## src/hw/rtl/opl_pkg.sv

```systemverilog
// Shared types and constants for the ordered point list engine.
// No dependencies; imported by opl_ctrl, opl_datapath and the top level.
`default_nettype none

package opl_pkg;

   localparam int DEFAULT_STORE_DEPTH = 64;

   localparam int ACTION_W = 3;
   localparam int POS_W    = 7;
   localparam int COORD_W  = 32;
   localparam int STATUS_W = 2;
   localparam int COUNT_W  = 7;
   localparam int POINT_W  = 2 * COORD_W;

   localparam int REQ_TDATA_W = 80;
   localparam int RSP_TDATA_W = 80;

   localparam logic [ACTION_W-1:0] ACT_PUSH   = 3'd0;
   localparam logic [ACTION_W-1:0] ACT_POP    = 3'd1;
   localparam logic [ACTION_W-1:0] ACT_INSERT = 3'd2;
   localparam logic [ACTION_W-1:0] ACT_ERASE  = 3'd3;
   localparam logic [ACTION_W-1:0] ACT_READ   = 3'd4;
   localparam logic [ACTION_W-1:0] ACT_FRONT  = 3'd5;
   localparam logic [ACTION_W-1:0] ACT_BACK   = 3'd6;
   localparam logic [ACTION_W-1:0] ACT_CLEAR  = 3'd7;

   localparam logic [STATUS_W-1:0] ST_OK    = 2'd0;
   localparam logic [STATUS_W-1:0] ST_EMPTY = 2'd1;
   localparam logic [STATUS_W-1:0] ST_RANGE = 2'd2;
   localparam logic [STATUS_W-1:0] ST_FULL  = 2'd3;

   typedef struct packed {
      logic capture;
      logic eval;
      logic shift;
      logic load_rsp;
   } dp_cmd_type;

   typedef struct packed {
      logic                ok;
      logic [ACTION_W-1:0] action;
      logic                shift_done;
   } dp_sts_type;

endpackage

`default_nettype wire

```

## src/hw/rtl/opl_ram.sv

```systemverilog
// Generic single-write, single-read RAM with registered read data.
// No dependencies.
`default_nettype none

module opl_ram #(
   parameter int WIDTH = 64,
   parameter int DEPTH = 64
) (
   input  wire logic                     clock,
   input  wire logic                     wr_en,
   input  wire logic [$clog2(DEPTH)-1:0] wr_addr,
   input  wire logic [WIDTH-1:0]         wr_data,
   input  wire logic                     rd_en,
   input  wire logic [$clog2(DEPTH)-1:0] rd_addr,
   output logic      [WIDTH-1:0]         rd_data
);

   logic [WIDTH-1:0] mem_ff [DEPTH];

   always_ff @(posedge clock) begin
      if (wr_en) begin
         mem_ff[wr_addr] <= wr_data;
      end
      if (rd_en) begin
         rd_data <= mem_ff[rd_addr];
      end
   end

endmodule

`default_nettype wire

```

## src/hw/rtl/opl_ctrl.sv

```systemverilog
// Sequencer for the ordered point list engine: handshakes and step control.
// Depends on opl_pkg; drives opl_datapath through dp_cmd_type.
`default_nettype none

module opl_ctrl
   import opl_pkg::*;
(
   input  wire logic       clock,
   input  wire logic       reset,
   input  wire logic       req_tvalid,
   output logic            req_tready,
   output logic            rsp_tvalid,
   input  wire logic       rsp_tready,
   output dp_cmd_type      cmd,
   input  wire dp_sts_type sts
);

   localparam logic [1:0] S_IDLE  = 2'd0;
   localparam logic [1:0] S_CHECK = 2'd1;
   localparam logic [1:0] S_SHIFT = 2'd2;
   localparam logic [1:0] S_DONE  = 2'd3;

   logic [1:0] state_ff, state_in;
   logic       rsp_valid_ff, rsp_valid_in;

   always_comb begin
      state_in   = state_ff;
      cmd        = '0;
      req_tready = 1'b0;
      case (state_ff)
         S_IDLE: begin
            req_tready = 1'b1;
            if (req_tvalid) begin
               cmd.capture = 1'b1;
               state_in    = S_CHECK;
            end
         end
         S_CHECK: begin
            cmd.eval = 1'b1;
            if (sts.ok && (sts.action inside {ACT_INSERT, ACT_ERASE})) begin
               state_in = S_SHIFT;
            end else begin
               state_in = S_DONE;
            end
         end
         S_SHIFT: begin
            cmd.shift = 1'b1;
            if (sts.shift_done) begin
               state_in = S_DONE;
            end
         end
         S_DONE: begin
            if (!rsp_valid_ff || rsp_tready) begin
               cmd.load_rsp = 1'b1;
               state_in     = S_IDLE;
            end
         end
         default: begin
            state_in = S_IDLE;
         end
      endcase
   end

   always_comb begin
      if (cmd.load_rsp) begin
         rsp_valid_in = 1'b1;
      end else if (rsp_tready) begin
         rsp_valid_in = 1'b0;
      end else begin
         rsp_valid_in = rsp_valid_ff;
      end
   end

   assign rsp_tvalid = rsp_valid_ff;

   always_ff @(posedge clock) begin
      if (reset) begin
         state_ff     <= S_IDLE;
         rsp_valid_ff <= 1'b0;
      end else begin
         state_ff     <= state_in;
         rsp_valid_ff <= rsp_valid_in;
      end
   end

endmodule

`default_nettype wire

```

## src/hw/rtl/opl_datapath.sv

```systemverilog
// Datapath of the ordered point list engine: count, capacity, status,
// shift pointers and result register. Depends on opl_pkg; drives opl_ram.
`default_nettype none

module opl_datapath
   import opl_pkg::*;
#(
   parameter int STORE_DEPTH = DEFAULT_STORE_DEPTH
) (
   input  wire logic                           clock,
   input  wire logic                           reset,
   input  wire logic [REQ_TDATA_W-1:0]         req_tdata,
   output logic      [RSP_TDATA_W-1:0]         rsp_tdata,
   input  wire dp_cmd_type                     cmd,
   output dp_sts_type                          sts,
   output logic                                ram_wr_en,
   output logic      [$clog2(STORE_DEPTH)-1:0] ram_wr_addr,
   output logic      [POINT_W-1:0]             ram_wr_data,
   output logic                                ram_rd_en,
   output logic      [$clog2(STORE_DEPTH)-1:0] ram_rd_addr,
   input  wire logic [POINT_W-1:0]             ram_rd_data
);

   localparam int ADDR_W = $clog2(STORE_DEPTH);
   localparam int CNT_W  = $clog2(STORE_DEPTH + 1);
   localparam int CMP_W  = (CNT_W > POS_W) ? CNT_W : POS_W;

   localparam logic [CNT_W-1:0] DEPTH_C  = CNT_W'(STORE_DEPTH);
   localparam logic [CNT_W:0]   DEPTH_WC = (CNT_W + 1)'(STORE_DEPTH);
   localparam logic [CNT_W-1:0] ONE_C    = CNT_W'(1);

   // latched request
   logic [ACTION_W-1:0] action_ff;
   logic [POS_W-1:0]    pos_ff;
   logic [POINT_W-1:0]  point_ff;

   logic [CNT_W-1:0]    count_ff, count_in;
   logic [CNT_W-1:0]    cap_ff, cap_in;
   logic [STATUS_W-1:0] status_ff, status_in;

   // shift engine
   logic [CNT_W-1:0]  rem_ff, rem_in;
   logic [ADDR_W-1:0] src_ff, src_in;
   logic              dir_up_ff, dir_up_in;
   logic              wpend_ff, wpend_in;
   logic [ADDR_W-1:0] waddr_ff, waddr_in;

   logic [RSP_TDATA_W-1:0] rsp_ff;

   logic [CMP_W-1:0]    pos_ext, cnt_ext;
   logic [STATUS_W-1:0] status_comb;
   logic                is_read;
   logic [CNT_W:0]      cap_dbl;
   logic [CNT_W-1:0]    cap_grown;
   logic [CMP_W-1:0]    ins_moves, ers_moves, ers_src, back_idx;
   logic [ADDR_W-1:0]   pos_addr, cnt_addr;
   logic                shift_done;
   logic [POINT_W-1:0]  rd_point;
   logic [COUNT_W-1:0]  count_out, cap_out;

   assign pos_ext   = CMP_W'(pos_ff);
   assign cnt_ext   = CMP_W'(count_ff);
   assign pos_addr  = pos_ext[ADDR_W-1:0];
   assign cnt_addr  = cnt_ext[ADDR_W-1:0];
   assign ins_moves = cnt_ext - pos_ext;
   assign ers_moves = cnt_ext - pos_ext - CMP_W'(1);
   assign ers_src   = pos_ext + CMP_W'(1);
   assign back_idx  = cnt_ext - CMP_W'(1);
   assign is_read   = action_ff inside {ACT_READ, ACT_FRONT, ACT_BACK};

   always_comb begin
      status_comb = ST_OK;
      case (action_ff)
         ACT_PUSH: begin
            if (count_ff == DEPTH_C) status_comb = ST_FULL;
         end
         ACT_POP, ACT_FRONT, ACT_BACK: begin
            if (count_ff == '0) status_comb = ST_EMPTY;
         end
         ACT_INSERT: begin
            if (pos_ext > cnt_ext) begin
               status_comb = ST_RANGE;
            end else if (count_ff == DEPTH_C) begin
               status_comb = ST_FULL;
            end
         end
         ACT_ERASE, ACT_READ: begin
            if (pos_ext >= cnt_ext) status_comb = ST_RANGE;
         end
         default: begin
            status_comb = ST_OK;
         end
      endcase
   end

   // capacity after a growth step: 0 -> 1, then doubling, capped at depth
   always_comb begin
      cap_dbl = {cap_ff, 1'b0};
      if (count_ff != cap_ff) begin
         cap_grown = cap_ff;
      end else if (cap_ff == '0) begin
         cap_grown = ONE_C;
      end else if (cap_dbl > DEPTH_WC) begin
         cap_grown = DEPTH_C;
      end else begin
         cap_grown = cap_dbl[CNT_W-1:0];
      end
   end

   assign shift_done = (rem_ff == '0) && !wpend_ff;

   always_comb begin
      count_in    = count_ff;
      cap_in      = cap_ff;
      status_in   = status_ff;
      rem_in      = rem_ff;
      src_in      = src_ff;
      dir_up_in   = dir_up_ff;
      wpend_in    = wpend_ff;
      waddr_in    = waddr_ff;
      ram_wr_en   = 1'b0;
      ram_wr_addr = cnt_addr;
      ram_wr_data = point_ff;
      ram_rd_en   = 1'b0;
      ram_rd_addr = pos_addr;

      if (cmd.eval) begin
         status_in = status_comb;
         wpend_in  = 1'b0;
         if (status_comb == ST_OK) begin
            case (action_ff)
               ACT_PUSH: begin
                  ram_wr_en = 1'b1;
                  cap_in    = cap_grown;
                  count_in  = count_ff + ONE_C;
               end
               ACT_POP: begin
                  count_in = count_ff - ONE_C;
               end
               ACT_INSERT: begin
                  rem_in    = ins_moves[CNT_W-1:0];
                  src_in    = back_idx[ADDR_W-1:0];
                  dir_up_in = 1'b0;
               end
               ACT_ERASE: begin
                  rem_in    = ers_moves[CNT_W-1:0];
                  src_in    = ers_src[ADDR_W-1:0];
                  dir_up_in = 1'b1;
               end
               ACT_READ: begin
                  ram_rd_en = 1'b1;
               end
               ACT_FRONT: begin
                  ram_rd_en   = 1'b1;
                  ram_rd_addr = '0;
               end
               ACT_BACK: begin
                  ram_rd_en   = 1'b1;
                  ram_rd_addr = back_idx[ADDR_W-1:0];
               end
               default: begin
                  count_in = '0;
               end
            endcase
         end
      end

      if (cmd.shift) begin
         if (wpend_ff) begin
            ram_wr_en   = 1'b1;
            ram_wr_addr = waddr_ff;
            ram_wr_data = ram_rd_data;
         end
         if (rem_ff != '0) begin
            ram_rd_en   = 1'b1;
            ram_rd_addr = src_ff;
            wpend_in    = 1'b1;
            waddr_in    = dir_up_ff ? src_ff - ADDR_W'(1) : src_ff + ADDR_W'(1);
            src_in      = dir_up_ff ? src_ff + ADDR_W'(1) : src_ff - ADDR_W'(1);
            rem_in      = rem_ff - ONE_C;
         end else begin
            wpend_in = 1'b0;
         end
         if (shift_done) begin
            if (action_ff == ACT_INSERT) begin
               ram_wr_en   = 1'b1;
               ram_wr_addr = pos_addr;
               ram_wr_data = point_ff;
               cap_in      = cap_grown;
               count_in    = count_ff + ONE_C;
            end else begin
               count_in = count_ff - ONE_C;
            end
         end
      end
   end

   assign rd_point  = (status_ff == ST_OK && is_read) ? ram_rd_data : '0;
   assign count_out = cnt_ext[COUNT_W-1:0];
   assign cap_out   = COUNT_W'(CMP_W'(cap_ff));

   always_ff @(posedge clock) begin
      if (reset) begin
         count_ff <= '0;
         cap_ff   <= '0;
         wpend_ff <= 1'b0;
         rem_ff   <= '0;
      end else begin
         count_ff <= count_in;
         cap_ff   <= cap_in;
         wpend_ff <= wpend_in;
         rem_ff   <= rem_in;
      end
   end

   always_ff @(posedge clock) begin
      status_ff <= status_in;
      src_ff    <= src_in;
      dir_up_ff <= dir_up_in;
      waddr_ff  <= waddr_in;
      if (cmd.capture) begin
         action_ff <= req_tdata[ACTION_W-1:0];
         pos_ff    <= req_tdata[ACTION_W +: POS_W];
         point_ff  <= req_tdata[ACTION_W + POS_W +: POINT_W];
      end
      if (cmd.load_rsp) begin
         rsp_ff <= {cap_out, count_out, rd_point, status_ff};
      end
   end

   assign rsp_tdata = rsp_ff;

   assign sts.ok         = (status_comb == ST_OK);
   assign sts.action     = action_ff;
   assign sts.shift_done = shift_done;

endmodule

`default_nettype wire

```

## src/hw/rtl/ordered_point_list_engine.sv

```systemverilog
// Top level of the ordered point list engine: sequencer, datapath and store.
// Depends on opl_pkg, opl_ram, opl_ctrl and opl_datapath.
//
//   channel  dir  tdata fields (lsb first)
//   req_     in   action[3] position[7] point_x[32] point_y[32] zero pad[6]
//   rsp_     out  status[2] read_x[32] read_y[32] count[7] reported_capacity[7]
//
// One item at a time. Push, pop, clear and reads go from accept through the check
// and done states to the result. Insert and erase that pass the check add a shift
// state in between, bound by the store's single read and single write port
// moving one entry a cycle.
// Reset clears count and capacity; the point store is not cleared.
// A result waiting on rsp_tready holds in the output register while the next
// beat is accepted and worked; only the following result waits for it.
`default_nettype none

module ordered_point_list_engine
   import opl_pkg::*;
#(
   parameter int STORE_DEPTH = DEFAULT_STORE_DEPTH
) (
   input  wire logic                   clock,
   input  wire logic                   reset,
   input  wire logic                   req_tvalid,
   output logic                        req_tready,
   input  wire logic [REQ_TDATA_W-1:0] req_tdata,   // action, position, point_x, point_y
   output logic                        rsp_tvalid,
   input  wire logic                   rsp_tready,
   output logic      [RSP_TDATA_W-1:0] rsp_tdata    // status, read_x, read_y, count, cap
);

   localparam int ADDR_W = $clog2(STORE_DEPTH);

   dp_cmd_type         cmd;
   dp_sts_type         sts;
   logic               ram_wr_en;
   logic [ADDR_W-1:0]  ram_wr_addr;
   logic [POINT_W-1:0] ram_wr_data;
   logic               ram_rd_en;
   logic [ADDR_W-1:0]  ram_rd_addr;
   logic [POINT_W-1:0] ram_rd_data;

   opl_ctrl u_ctrl (
      .clock      (clock),
      .reset      (reset),
      .req_tvalid (req_tvalid),
      .req_tready (req_tready),
      .rsp_tvalid (rsp_tvalid),
      .rsp_tready (rsp_tready),
      .cmd        (cmd),
      .sts        (sts)
   );

   opl_datapath #(
      .STORE_DEPTH (STORE_DEPTH)
   ) u_datapath (
      .clock       (clock),
      .reset       (reset),
      .req_tdata   (req_tdata),
      .rsp_tdata   (rsp_tdata),
      .cmd         (cmd),
      .sts         (sts),
      .ram_wr_en   (ram_wr_en),
      .ram_wr_addr (ram_wr_addr),
      .ram_wr_data (ram_wr_data),
      .ram_rd_en   (ram_rd_en),
      .ram_rd_addr (ram_rd_addr),
      .ram_rd_data (ram_rd_data)
   );

   opl_ram #(
      .WIDTH (POINT_W),
      .DEPTH (STORE_DEPTH)
   ) u_store (
      .clock   (clock),
      .wr_en   (ram_wr_en),
      .wr_addr (ram_wr_addr),
      .wr_data (ram_wr_data),
      .rd_en   (ram_rd_en),
      .rd_addr (ram_rd_addr),
      .rd_data (ram_rd_data)
   );

endmodule

`default_nettype wire
```

## config.mk

```make
export PLATFORM = sky130hd
export DESIGN_NAME = ordered_point_list_engine
export DESIGN_NICKNAME = d
export VERILOG_FILES = /design/src/hw/rtl/opl_pkg.sv /design/src/hw/rtl/opl_ram.sv /design/src/hw/rtl/opl_ctrl.sv /design/src/hw/rtl/opl_datapath.sv /design/src/hw/rtl/ordered_point_list_engine.sv
export SDC_FILE = /design/constraint.sdc
export NUM_CORES = 2
export LEC_CHECK = 0
export BUFFER_PORTS_ARGS = -buffer_cell sky130_fd_sc_hd__buf_4
export CORE_ASPECT_RATIO = 1.1
export CORE_MARGIN = 3
export CORE_UTILIZATION = 28
export DETAILED_ROUTE_END_ITERATION = 6
export GPL_TIMING_DRIVEN = 0
export SLEW_MARGIN = 20
export SYNTH_ARGS = -nofsm -noshare
export SYNTH_HDL_FRONTEND = slang
export SYNTH_SLANG_ARGS = --single-unit
```

## constraint.sdc

```tcl
create_clock -name clock -period 20.6 [get_ports clock]
set_clock_uncertainty 0.05 [all_clocks]
set_input_delay 4.12 -clock clock [delete_from_list [all_inputs] [get_ports clock]]
set_output_delay 4.12 -clock clock [all_outputs]
set_load 0.01 [all_outputs]
```

# Word-level counts from Yosys, hierarchy flattened
# Memory sizes are Yosys's and may differ from the RTL's. A register that Yosys moved wholly into a read port is not among the register bits.
# Cells that the tools add are included.
dict set report word_totals {
  register_bits 194
  ramBits 4096
  in_bits 84
  output_inout_bits 82
  mem_count 1
}
dict set report op_classes {
  add_sub_neg 8
  order_cmp 3
  eq_ne 14
  n_mux 77
  n_reduce_logical 25
}
# memory depth width rd rd_clocked_by_memory_dff wr line
set mem_list {}
lappend mem_list {u_store.mem_ff 64 64 1 1 1 opl_ram.sv:18} ;# logic [WIDTH-1:0] mem_ff [DEPTH];
# operator count
set ops {}
lappend ops {{2-to-1 mux 64 bit} 4}
lappend ops {{2-to-1 mux 7 bit} 18}
lappend ops {{2-to-1 mux 6 bit} 14}
lappend ops {{2-to-1 mux 1 bit} 28}
lappend ops {{one-hot mux 6 bit (2 select lines)} 2}
lappend ops {{logical NOT 7 bit} 3}
lappend ops {{one-hot mux 7 bit (3 select lines)} 1}
lappend ops {{subtractor 7 x 1 -> 7 bit (second input constant)} 3}
lappend ops {{one-hot mux 2 bit (4 select lines)} 2}
lappend ops {{one-hot mux 7 bit (2 select lines)} 1}
lappend ops {{adder 6 x 1 -> 6 bit (second input constant)} 2}
lappend ops {{2-to-1 mux 2 bit} 6}
lappend ops {{equality test 3 bit (second input constant)} 3}
lappend ops {{greater-than comparator 8 x 7 -> 1 bit (second input constant)} 1}
lappend ops {{adder 7 x 1 -> 7 bit (second input constant)} 1}
lappend ops {{equality test 7 bit (second input constant)} 1}
lappend ops {{greater-or-equal comparator 7 bit} 1}
lappend ops {{greater-than comparator 7 bit} 1}
lappend ops {{!= test 7 bit} 1}
lappend ops {{nonzero test 7 bit} 1}
lappend ops {{subtractor 7 bit} 1}
lappend ops {{equality test 3 x 2 -> 1 bit (second input constant)} 2}
lappend ops {{logical NOT 2 bit} 3}
lappend ops {{AND reduction 3 bit} 2}
lappend ops {{other kinds (17)} 25}

# Longest topological paths before layout
dict set report logic_depth {
  word_depth 13
  ltp_mapped 17
}

# Cells and area by module
# A second synthesis with hierarchy kept.
dict set report hier_totals {
  cells_unflattened 7389
  area_unflattened_um2 166578.5
}
# mod n_inst cells_each area_each_um2 seq_area_each_um2
set by_module_without_submodules {}
lappend by_module_without_submodules {opl_ram 1 6598 156989.3 124919.8}
lappend by_module_without_submodules {opl_datapath 1 764 9335.2 5455.2}
lappend by_module_without_submodules {opl_ctrl 1 27 254.0 60.1}

# Worst setup path after synthesis
# Ideal clock, no wire load.
dict set report synth_timing {
  path_type {input-to-reg}
  startpoint {input port rsp_tready}
  endpoint {register u_datapath.rsp_ff[0], in the netlist u_datapath.rsp_tdata[0] (enable)}
  setup_ps 528
  t_arrival_ps 7731
  t_required_ps 20022
  path_slack_ps 12291
  cell_stages 2
  n_path_buf 0
  path_cell_list {nor2b_1 nor2b_1}
}
# element line
set synth_rtl {}
lappend synth_rtl {{from (decl)} ordered_point_list_engine.sv:28} ;# input wire logic rsp_tready,
lappend synth_rtl {{to (signal assigned)} opl_datapath.sv:227} ;# rsp_ff <= {cap_out, count_out, rd_point, status_ff};
lappend synth_rtl {{to (decl)} opl_datapath.sv:48} ;# logic [RSP_TDATA_W-1:0] rsp_ff;

# Worst setup path after layout
dict set report layout_timing {
  startpoint {register u_datapath.count_ff[0], in the netlist u_datapath.cnt_ext[0]}
  endpoint {register u_store.rd_data[19] (read register of u_store.mem_ff) (data pin)}
}
dict set report layout_via {
  elab_chain_cells 9
  elab_cells_between_ends 20
  cone_classes {1 x add/sub; 2 x order compare; 1 x eq/ne; 14 x mux; 2 x reduce/logical}
}
# element line
set layout_rtl {}
lappend layout_rtl {{from (decl)} opl_datapath.sv:37} ;# logic [CNT_W-1:0] count_ff, count_in;
lappend layout_rtl {{from (signal assigned)} opl_datapath.sv:209} ;# count_ff <= count_in;
lappend layout_rtl {{branches (longest 9 deep; another with greater-than comparator 7 bit)} --}
lappend layout_rtl {{to (decl)} opl_ram.sv:15} ;# output logic [WIDTH-1:0] rd_data
# Several ways; the timed one is not identified.
# A chain may end at the register's enable or synchronous reset.

==> out/qor.csv <==
metric,value,unit
slowest_stage,buf_2,
grtUsageMet1,0.201,
cp-end-kind,register,
clock_path_buffers,4,
chipHeight,822,um
max_slew_margin,0.152,
netlist_top_cells_area,"edfxtp_1 (77%), mux2i_1 (5.6%), mux4_2 (3.4%)",
critPathLaunchType,register,
antenna_found_initial,52,
violations,design-rule violations,
numCtsBuffers,412,
gr-usage-all-layers,0.170,
worstPathArrival,8550,ps
cap_violations,0,
fp-row-count,299,
status,finished with violations,
die-area,615000,um^2
cts_root_buffer,clkbuf_16,
yosys_warnings,0,
ys_seq_area_frac,0.769,
syn-cell-area,170000,um^2
slew_violations,0,
hp-start,u_datapath.status_ff[0],
gp_congestion,0.860,
ios,166,
synth_top_cell_by_area,edfxtp_1,
wl,546000,um
cts_tree,done,
postCtsSetupRepairBufs,0,
grt_pass1_vias,95737,
nets,10921,
drive_gt1_frac,0.149,
fin_total_pwr,26.8,mW
yosys_most_used_dff,edfxtp_1,
vias,98337,
firstDrtPassIters,7,
drt-initial-drc-count,12235,
grt_util_met3,0.0377,
ir_drop,94.1,uV
p_per_area,133,nW/um^2
drtAntennaViolNets,0,
worstPathCellList,"clkbuf_1, inv_1, ha_1, or3b_2, nor2_1, nor3_1, o21ai_0, buf_2, buf_2, clkbuf_2, buf_16, clkbuf_1, nand2_1, a32oi_1, o21ai_0, o22ai_1, or4_1",
clock-sinks,4354,
met2_usage,0.294,
syn-num-nets,10060,
reg2reg_to,u_store.rd_data[19],
postSynthAreaPerCell,17.0,um^2
worstReg2RegStart,u_datapath.cnt_ext[0],
fin_crit_sh,0.378,
cp_max_fo,14,
synth_top_area_share,0.765,
clock_latency,1000,ps
leakage,65.1,nW
die_x,748,um
h-tree-depth,5,
synthCells,9956,
hold_violations,0,
fin_ws,12810,ps
setup_violations,0,
drcViolationCount,20,
grt.busiest_layer,met2,
synthArstFlopShare,0,
synthToLayoutAreaGrowth,18.7,%
period_needed,7790,ps
synth_edf_count,4323,
hold_buffers,0,
coreArea,603000,um^2
preCtsSetupSlack,13040,ps
cp.required,21360,ps
synth_most_common_cell,edfxtp_1,
hold_end,u_datapath.rsp_tdata[0],
dp_hpwl,398000,um
clk_pin_slew,70,ps
synth_seq_cells,4354,
cts_resized,0,
synth_common_cells,"edfxtp_1 (4,323), nand2_1 (1,368), mux2i_1 (954)",
reg2reg_slack,12810,ps
vias_per_cell,5.13,
fmax,128,MHz
tns,0,ps
rsz0062_at_grt,no,
port_buffers,158,
critical_path.max_stage_delay,880,ps
overflow,0,
max_slew.worst_pin.slew,1270,ps
hold_path_class,reg2reg,
synth_cell_types,71,
start_util,0.281,
path_class,reg2reg,
grt_pass1_wl,749000,um
critical-path-top-delay-family,buffers and inverters,
hold_depth,0,
wl_per_cell,28.5,um
crit_buf_inv,7,
grt_max_degree,65,
reg2regPathDepth,17,
==> metal layers <==
metal / vias to the layer above / share of wire / routed length (um)
met5: - / 0.00011 / 60
met4: 10 / 0.053 / 29000
met3: 1065 / 0.087 / 47600
met2: 5067 / 0.50 / 272000
met1: 50756 / 0.36 / 198000
li1: 41439 / - / -
==> how the worst max path moves through the flow <==
stage | startpoint | end | slack (ps) | cells after the start
after detailed placement | u_datapath.cnt_ext[0] | u_store.rd_data[20] | 13040 | 17
after global placement | u_datapath.cnt_ext[0] | u_store.rd_data[37] | 4280 | 8
after floorplan | rsp_tready | u_datapath.rsp_tdata[0] | 12290 | 2
after global routing | u_datapath.cnt_ext[0] | u_store.rd_data[20] | 12870 | 17
final | u_datapath.cnt_ext[0] | u_store.rd_data[19] | 12810 | 17
after CTS | u_datapath.cnt_ext[0] | u_store.rd_data[20] | 12990 | 17
==> through the flow <==
step	hold slack (ps)	cell area, um^2	util	cells
after floorplan	378	170000	-	9956
after global placement	391	181000	0.300	18090
after detailed placement	409	188000	0.311	18376
after CTS	426	201000	0.333	19134
after global routing	449	201000	0.334	19153
final	427	201000	0.334	19184
==> area by class of cell <==
class,count,area (um^2)
diodes,47,118
multi-input cells,4943,37200
fillers,56966,402000
inverters,26,97.6
well taps,7976,9980
clock buffers,491,10800
repair buffers,447,7350
clock inverters,267,2680
flip-flops and latches,4354,130000
plain buffers,633,2740
==> flip-flops by register name (all words and copies together), names as in the netlist <==
| register | count |
|---|---|
| u_store.mem_ff | 4096 |
| u_datapath.rsp_tdata | 80 |
| u_datapath.point_ff | 64 |
| u_store.rd_data | 64 |
| u_datapath.cap_ff | 7 |
| u_datapath.cnt_ext | 7 |
| u_datapath.pos_ext | 7 |
| u_datapath.rem_ff | 7 |
| u_datapath.src_ff | 6 |
| u_datapath.waddr_ff | 6 |
| u_datapath.action_ff | 3 |
| u_ctrl.state_ff | 2 |
| u_datapath.status_ff | 2 |
| u_ctrl.rsp_tvalid | 1 |
| u_datapath.dir_up_ff | 1 |
| u_datapath.wpend_ff | 1 |
==> power breakdown <==
group	switching, mW	leakage, nW	internal, mW
registers	0.106	39.2	10.3
logic	6.23	19.4	2.48
clock network	3.39	6.53	4.26
total	9.72	65.1	17.1
==> kinds of logic (layout without fill, tap and decap cells) <==
| kind of cell | after synthesis | after routing | share of synthesized area |
|---|---|---|---|
| simple gates | 2261 | 2261 | 0.0577 |
| mux | 1280 | 1280 | 0.0950 |
| xor+xnor | 36 | 36 | 0.00186 |
| buf+inv | 659 | 1864 | 0.0163 |
| flops | 4354 | 4354 | 0.769 |
| fa+ha+maj | 20 | 20 | 0.00152 |
| compound gates | 1346 | 1346 | 0.0589 |
| other cells | 0 | 47 | 0 |
==> placed cells by master, fill, tap and decap left out, types with 20 or more instances in the layout <==
cell       instances
mux4_2           258
or4_1             64
and2_1            69
mux2_4            60
clkbuf_1         426
clkbuf_2          33
nand3_1          474
nor3_1            20
clkinv_1          96
o22ai_1           67
buf_16            69
a32oi_1          445
clkbuf_16        419
buf_4            178
a21oi_1          171
clkinv_2          76
nand2_1         1366
nor2_4            66
dfxtp_1           31
inv_1             24
diode_2           47
o2111ai_1        127
a22oi_1          254
edfxtp_1        4323
o21ai_0          147
o211ai_1          73
buf_1             69
bufinv_16         41
buf_2            149
mux2i_1          954
nor2_1           114
buf_12           207
Note: power is estimated with default switching activity, not from simulation.
